===== src/rtl/spq_pkg.sv =====
package spq_pkg;

   localparam int unsigned DepthDefault = 64;
   localparam int unsigned KeyWidth     = 64;
   localparam int unsigned StampWidth   = 32;
   localparam int unsigned FieldWidth   = 16;

   localparam logic CMD_ADD   = 1'b0;
   localparam logic CMD_SERVE = 1'b1;

   typedef enum logic [1:0] {
      ST_ADDED  = 2'd0,
      ST_FULL   = 2'd1,
      ST_SERVED = 2'd2,
      ST_EMPTY  = 2'd3
   } rsp_status_type;

   typedef enum logic [2:0] {
      S_IDLE,
      S_TOP_TAKE,
      S_UP_RD,
      S_UP_CMP,
      S_DN_RD,
      S_DN_CMP,
      S_RESP
   } state_type;

   // controller to datapath
   typedef struct packed {
      logic start_add;
      logic refuse;
      logic report_empty;
      logic top_rd;
      logic top_take;
      logic up_rd;
      logic up_move;
      logic dn_rd;
      logic dn_move;
      logic put_key;
      logic load_rsp;
   } dp_cmd_type;

   // datapath to controller
   typedef struct packed {
      logic full;
      logic empty;
      logic pos_zero;
      logic parent_less;
      logic leaf;
      logic child_greater;
      logic rsp_free;
   } dp_stat_type;

   // priority with sign flipped, then inverted stamp, then handle:
   // an unsigned compare of two keys gives serve order
   function automatic logic [KeyWidth-1:0] build_key(
      input logic [FieldWidth-1:0] prio,
      input logic [StampWidth-1:0] stamp,
      input logic [FieldWidth-1:0] id
   );
      return {~prio[FieldWidth-1], prio[FieldWidth-2:0], ~stamp, id};
   endfunction

endpackage


===== src/rtl/spq_ctrl.sv =====
module spq_ctrl
   import spq_pkg::*;
(
   input  logic        clock,
   input  logic        reset,
   input  logic        req_valid,
   input  logic        req_command,
   output logic        req_ready,
   input  dp_stat_type stat,
   output dp_cmd_type  cmd
);

   state_type state_ff;
   state_type state_in;

   always_ff @(posedge clock) begin
      if (reset) begin
         state_ff <= S_IDLE;
      end else begin
         state_ff <= state_in;
      end
   end

   always_comb begin
      state_in  = state_ff;
      cmd       = '0;
      req_ready = 1'b0;
      case (state_ff)
         S_IDLE: begin
            req_ready = 1'b1;
            if (req_valid) begin
               if (req_command == CMD_ADD) begin
                  if (stat.full) begin
                     cmd.refuse = 1'b1;
                     state_in   = S_RESP;
                  end else begin
                     cmd.start_add = 1'b1;
                     state_in      = S_UP_RD;
                  end
               end else if (stat.empty) begin
                  cmd.report_empty = 1'b1;
                  state_in         = S_RESP;
               end else begin
                  cmd.top_rd = 1'b1;
                  state_in   = S_TOP_TAKE;
               end
            end
         end
         S_TOP_TAKE: begin
            cmd.top_take = 1'b1;
            state_in     = S_DN_RD;
         end
         S_UP_RD: begin
            if (stat.pos_zero) begin
               cmd.put_key = 1'b1;
               state_in    = S_RESP;
            end else begin
               cmd.up_rd = 1'b1;
               state_in  = S_UP_CMP;
            end
         end
         S_UP_CMP: begin
            if (stat.parent_less) begin
               cmd.up_move = 1'b1;
               state_in    = S_UP_RD;
            end else begin
               cmd.put_key = 1'b1;
               state_in    = S_RESP;
            end
         end
         S_DN_RD: begin
            if (stat.leaf) begin
               cmd.put_key = 1'b1;
               state_in    = S_RESP;
            end else begin
               cmd.dn_rd = 1'b1;
               state_in  = S_DN_CMP;
            end
         end
         S_DN_CMP: begin
            if (stat.child_greater) begin
               cmd.dn_move = 1'b1;
               state_in    = S_DN_RD;
            end else begin
               cmd.put_key = 1'b1;
               state_in    = S_RESP;
            end
         end
         S_RESP: begin
            // hold until the output slot is free
            if (stat.rsp_free) begin
               cmd.load_rsp = 1'b1;
               state_in     = S_IDLE;
            end
         end
         default: begin
            state_in = S_IDLE;
         end
      endcase
   end

`ifndef SYNTH
   a_resp_holds: assert property (@(posedge clock) disable iff (reset)
      (state_ff == S_RESP && !stat.rsp_free) |=> (state_ff == S_RESP))
      else $error("response dropped while output slot busy");

   a_take_follows_read: assert property (@(posedge clock) disable iff (reset)
      (state_ff == S_TOP_TAKE) |-> $past(cmd.top_rd))
      else $error("top taken without a preceding read");

   a_walk_from_idle: assert property (@(posedge clock) disable iff (reset)
      (req_valid && req_ready && !stat.full && req_command == CMD_ADD)
      |=> (state_ff == S_UP_RD))
      else $error("add did not start sift-up");
`endif

endmodule


===== config.mk =====
export PLATFORM = sky130hd
export DESIGN_NAME = spq_ctrl
export DESIGN_NICKNAME = d
export VERILOG_FILES = /design/src/rtl/spq_pkg.sv /design/src/rtl/spq_ctrl.sv
export SDC_FILE = /design/constraint.sdc
export NUM_CORES = 1
export LEC_CHECK = 0
export ABC_AREA = 1
export BUFFER_PORTS_ARGS = -buffer_cell sky130_fd_sc_hd__buf_4
export CAP_MARGIN = 20
export CORE_AREA = 5 5 42 44
export DETAILED_ROUTE_END_ITERATION = 8
export DIE_AREA = 0 0 47 49
export GPL_TIMING_DRIVEN = 0
export PLACE_DENSITY_LB_ADDON = 0.1
export SETUP_SLACK_MARGIN = 0.02
export SLEW_MARGIN = 20
export SYNTH_ARGS = -nofsm -noshare
export SYNTH_HDL_FRONTEND = slang
export SYNTH_SLANG_ARGS = --single-unit

===== constraint.sdc =====
create_clock -name clock -period 1.6 [get_ports clock]
set_input_delay 0.32 -clock clock [delete_from_list [all_inputs] [get_ports clock]]
set_output_delay 0.32 -clock clock [all_outputs]
set_load 0.01 [all_outputs]

---- After elaboration in Yosys (flattened, before gate mapping) ----
Cells that the tools add are included.
cells by class
  reductions and logical operators ........ 2
  eq/ne operators ......................... 8
  mux-type cells .......................... 35
operator list
  cell                  count
  $mux W3               7
  $pmux W3 S7           1
  $mux W1               20
  $eq A3 B3 Y1 const B  3
  $mux W2               4
  $mux W4               2
  $eq A3 B2 Y1 const B  2
  $ne A2 B2 Y1 const B  2
  $pmux W1 S4           1
  $eq A3 B1 Y1 const B  1
  $logic_not A3 Y1      1
  $reduce_and A2 Y1     1
storage, ports and cells
  logic and storage cells ................. 46
  input port bits ......................... 11
  register bits after elaboration ......... 3
  output and inout bits ................... 12

---- Depth between registers and ports, before layout ----
  word-level depth ........................ 4
  gate-level depth with buffers ........... 8
  mapped depth without buffers ............ 8

---- Least setup slack after synthesis ----
Ideal clock, no wire load.
  kind .................................... flip-flop to output port
  start ................................... reg state_ff[1]
  end ..................................... out cmd[10] (netlist name)
  setup slack ............................. 0.171 ns
  arrival time ............................ 1.109 ns
  data required time ...................... 1.280 ns
  path buffers ............................ 0
  stages on the path, launching flop included .. 6
  path through ............................ dfxtp_1 inv_2 nand2_1 nor2_2 nand2_1 nor3_1
RTL lines
  element                   line            text
  start: declaration        spq_ctrl.sv:13  state_type state_ff;
  start signal: assignment  spq_ctrl.sv:20  state_ff <= state_in;
  end: declaration          spq_ctrl.sv:10  output dp_cmd_type cmd

==> results.yml <==
synthesis:
  synth.distinct_cells: 16
  synth.avg_cell_area_sq_um: 5.55
  yosysWarnings: 0
  yosysSeqAreaShare_pct: 16.2
  synth.net_count: 81
  synth-seq-cells: 3
  netlist.top_cell.by_area: "dfxtp_1"
  netlist_area_sq_um: 372
  syn_inst: 67
  synth_top_area_share_pct: 16.2
  synth_area_leaders: "dfxtp_1, nand2_1, inv_1, ha_1, nor2_1"
floorplan:
  rows: 14
  start_util_pct: 26.5
  core_area_sq_um: 1400
  ios: 23
  die_h_microns: 49
  die_area_sq_um: 2300
  chipWidth_microns: 47
route:
  drt-vias-per-instance: 4.48
  vias: 506
  routedWlPerCell_microns: 10.4
  antenna_left: 0
  drt_iter0_drc: 5
  drt_wl_total_microns: 1170
  first_pass_iters: 2
  drc: 0
sta:
  fmax_mhz: 635
  hold_viol: 0
  fin_ws_ns: 0.0256
  drv_slew: 0
  slew_headroom_pct: 82.4
  rsz0062_at_grt: "yes"
  fin_crit_sh_pct: 98.4
  fin_skew_ns: 0.000395
  tightestPinTransition_ns: 0.261
  hold_ws_ns: 0.250
  period_needed_ns: 1.57
  timing.final.setup_violations: 0
cells_and_area:
  n_antenna_cell: 0
  fillers: 166
  reg_top3: "state_ff x3"
  nets: 112
  largest_reg_flops: 3
  drive_above_1_share_pct: 47.4
  area_growth_pct: 86.5
  utilization_pct: 49.5
  final_area_sq_um: 693
  top_register: "state_ff"
worst_setup_path:
  worstPathRequired_ns: 1.28
  critPathMaxStageDelay_ns: 0.37
  crit_arrival_ns: 1.25
  startpoint_type: "flop"
  r2r_cells: 8
  cp_max_fo: 8
  path_cells: "inv_6 > nand2_4 > nor2_4 > a21oi_2 > a31oi_1 > buf_4"
  cp-startpoint: "state_ff[1]$_SDFFE_PP0P_"
  r2r_start: "state_ff[0]$_SDFFE_PP0P_"
  path_buf_inv: 2
  r2r_setup_slack_ns: 0.42
  timing.rr.end: "state_ff[2]$_SDFFE_PP0P_"
  end_kind: "output port"
  critical_path.top_delay_family: "flip-flops"
  path_class: "reg2out"
  slowest_stage: "dfxtp_4"
clocking:
  cts_sinks: 3
  clock_path_buffers: 2
  clk_pin_slew_ns: 0.04
  cts_htree_levels: 1
  cts_tree: "built"
  insertion_delay_ns: 0.23
  cts_buffers: 3
  cts_root_buf: "clkbuf_4"
grt:
  grt_usage_pct: 10.9
  antenna_found_initial: 0
  grt_pass1_wl_microns: 1940
  grt_overflow: 0
  grt_pass1_vias: 471
  grt_start_max_net_pins: 9
placed_design:
  io_buffers: 22
  pre_cts_ws_ns: 0.0674
  dpl_cell_area_sq_um: 557
  place_congestion: 0.733
  dpl.hpwl_microns: 888
hold_path:
  min_path_cells: 2
  hold_class: "in2reg"
  hp-start: "reset"
  holdPathEnd: "state_ff[2]$_SDFFE_PP0P_"
flow_run:
  cap_violations: 0
power_and_ir_drop:
  vdd_drop_max_uv: 1070
  p_per_area_nw_per_um2: 1540
  p_leak_nw: 0.387
run_status:
  status: "finished clean"
[Yosys cell counts]
cell type and n:
dfxtp_1 3, nand4_1 3, nor2_4 1, nor4_1 1, nand3b_2 1, nand2_1 16, nor3_1 2, inv_1 14
a21oi_1 3, nand3_1 6, ha_1 3, inv_2 2, nor2_1 9, nor2_2 1, a31oi_1 1, o21ai_1 1
[layout make-up]
| class | count | area, sq um | share of cell area (%) |
|---|---|---|---|
| multi-input cells | 48 | 315 | 45.5 |
| repair buffers | 26 | 195 | 28.2 |
| flip-flops and latches | 3 | 68.8 | 9.93 |
| inverters | 16 | 67.6 | 9.75 |
| clock buffers | 4 | 26.3 | 3.79 |
| well taps | 16 | 20.0 | 2.89 |
[power by group]
| group | internal, W | switching (W) | total, W |
|---|---|---|---|
| clock network | 0.0000933 | 0.0000371 | 0.000130 |
| logic | 0.000337 | 0.000383 | 0.000720 |
| registers | 0.000124 | 0.0000944 | 0.000219 |
[cell usage in the layout, fill, tap and decap left out, types with 2 or more instances in the layout]
master	netlist	layout
buf_4	0	26
nand2_1	16	14
inv_1	14	13
nor2_1	9	7
nand3_1	6	5
nor2_4	1	4
nand4_1	3	3
clkbuf_4	0	3
a21oi_1	3	2
ha_1	3	2
dfxtp_4	0	2
[per-layer routing]
layer	up-vias	GRT usage, %	wire, microns
met1	221	13.8	472
li1	273	-	-
met2	12	17.2	619
met3	0	1.48	81
met5	-	0	0
met4	0	5.53	0
[logic make-up after synthesis]
logic type                 after synthesis  synth area share, %
adders and majority gates                3                 10.1
AOI/OAI and AO/OA                        5                 7.07
and+or+nand+nor                         40                 50.5
DFF                                      3                 16.2
buffers and inverters                   16                 16.2
[stage by stage]
step | std cells | power (W) | setup TNS [ns]
detailed placement | 105 | 0.000723 | 0
global placement | 105 | 0.000726 | 0
CTS | 110 | 0.000964 | 0
floorplan | 67 | 0.000524 | 0
global route | 113 | 0.00120 | -0.120
finish | 113 | 0.00107 | 0
[worst max-delay path by stage]
| stage | to | slack, ns | cells past startpoint |
|---|---|---|---|
| 2_1_floorplan | cmd[10] | 0.17 | 5 |
| 3_3_place_gp | cmd[1] | 0.03 | 6 |
| 3_5_place_dp | cmd[1] | 0.07 | 6 |
| 4_1_cts | cmd[1] | 0.02 | 4 |
| 5_1_grt | cmd[1] | -0.07 | 6 |
| 6_report | cmd[1] | 0.03 | 6 |
[timing repair]
| action | 4_1_cts | 5_1_grt |
|---|---|---|
| endpoints found under the setup margin | 7 | 5 |
| hold buffers | 0 | 0 |
| buffers inserted | 1 | 3 |
| pin swaps | 1 | 3 |
| resized for setup | 12 | 10 |
| endpoints found under the hold margin | 0 | 0 |
Note: power is estimated with default switching activity, not from simulation.
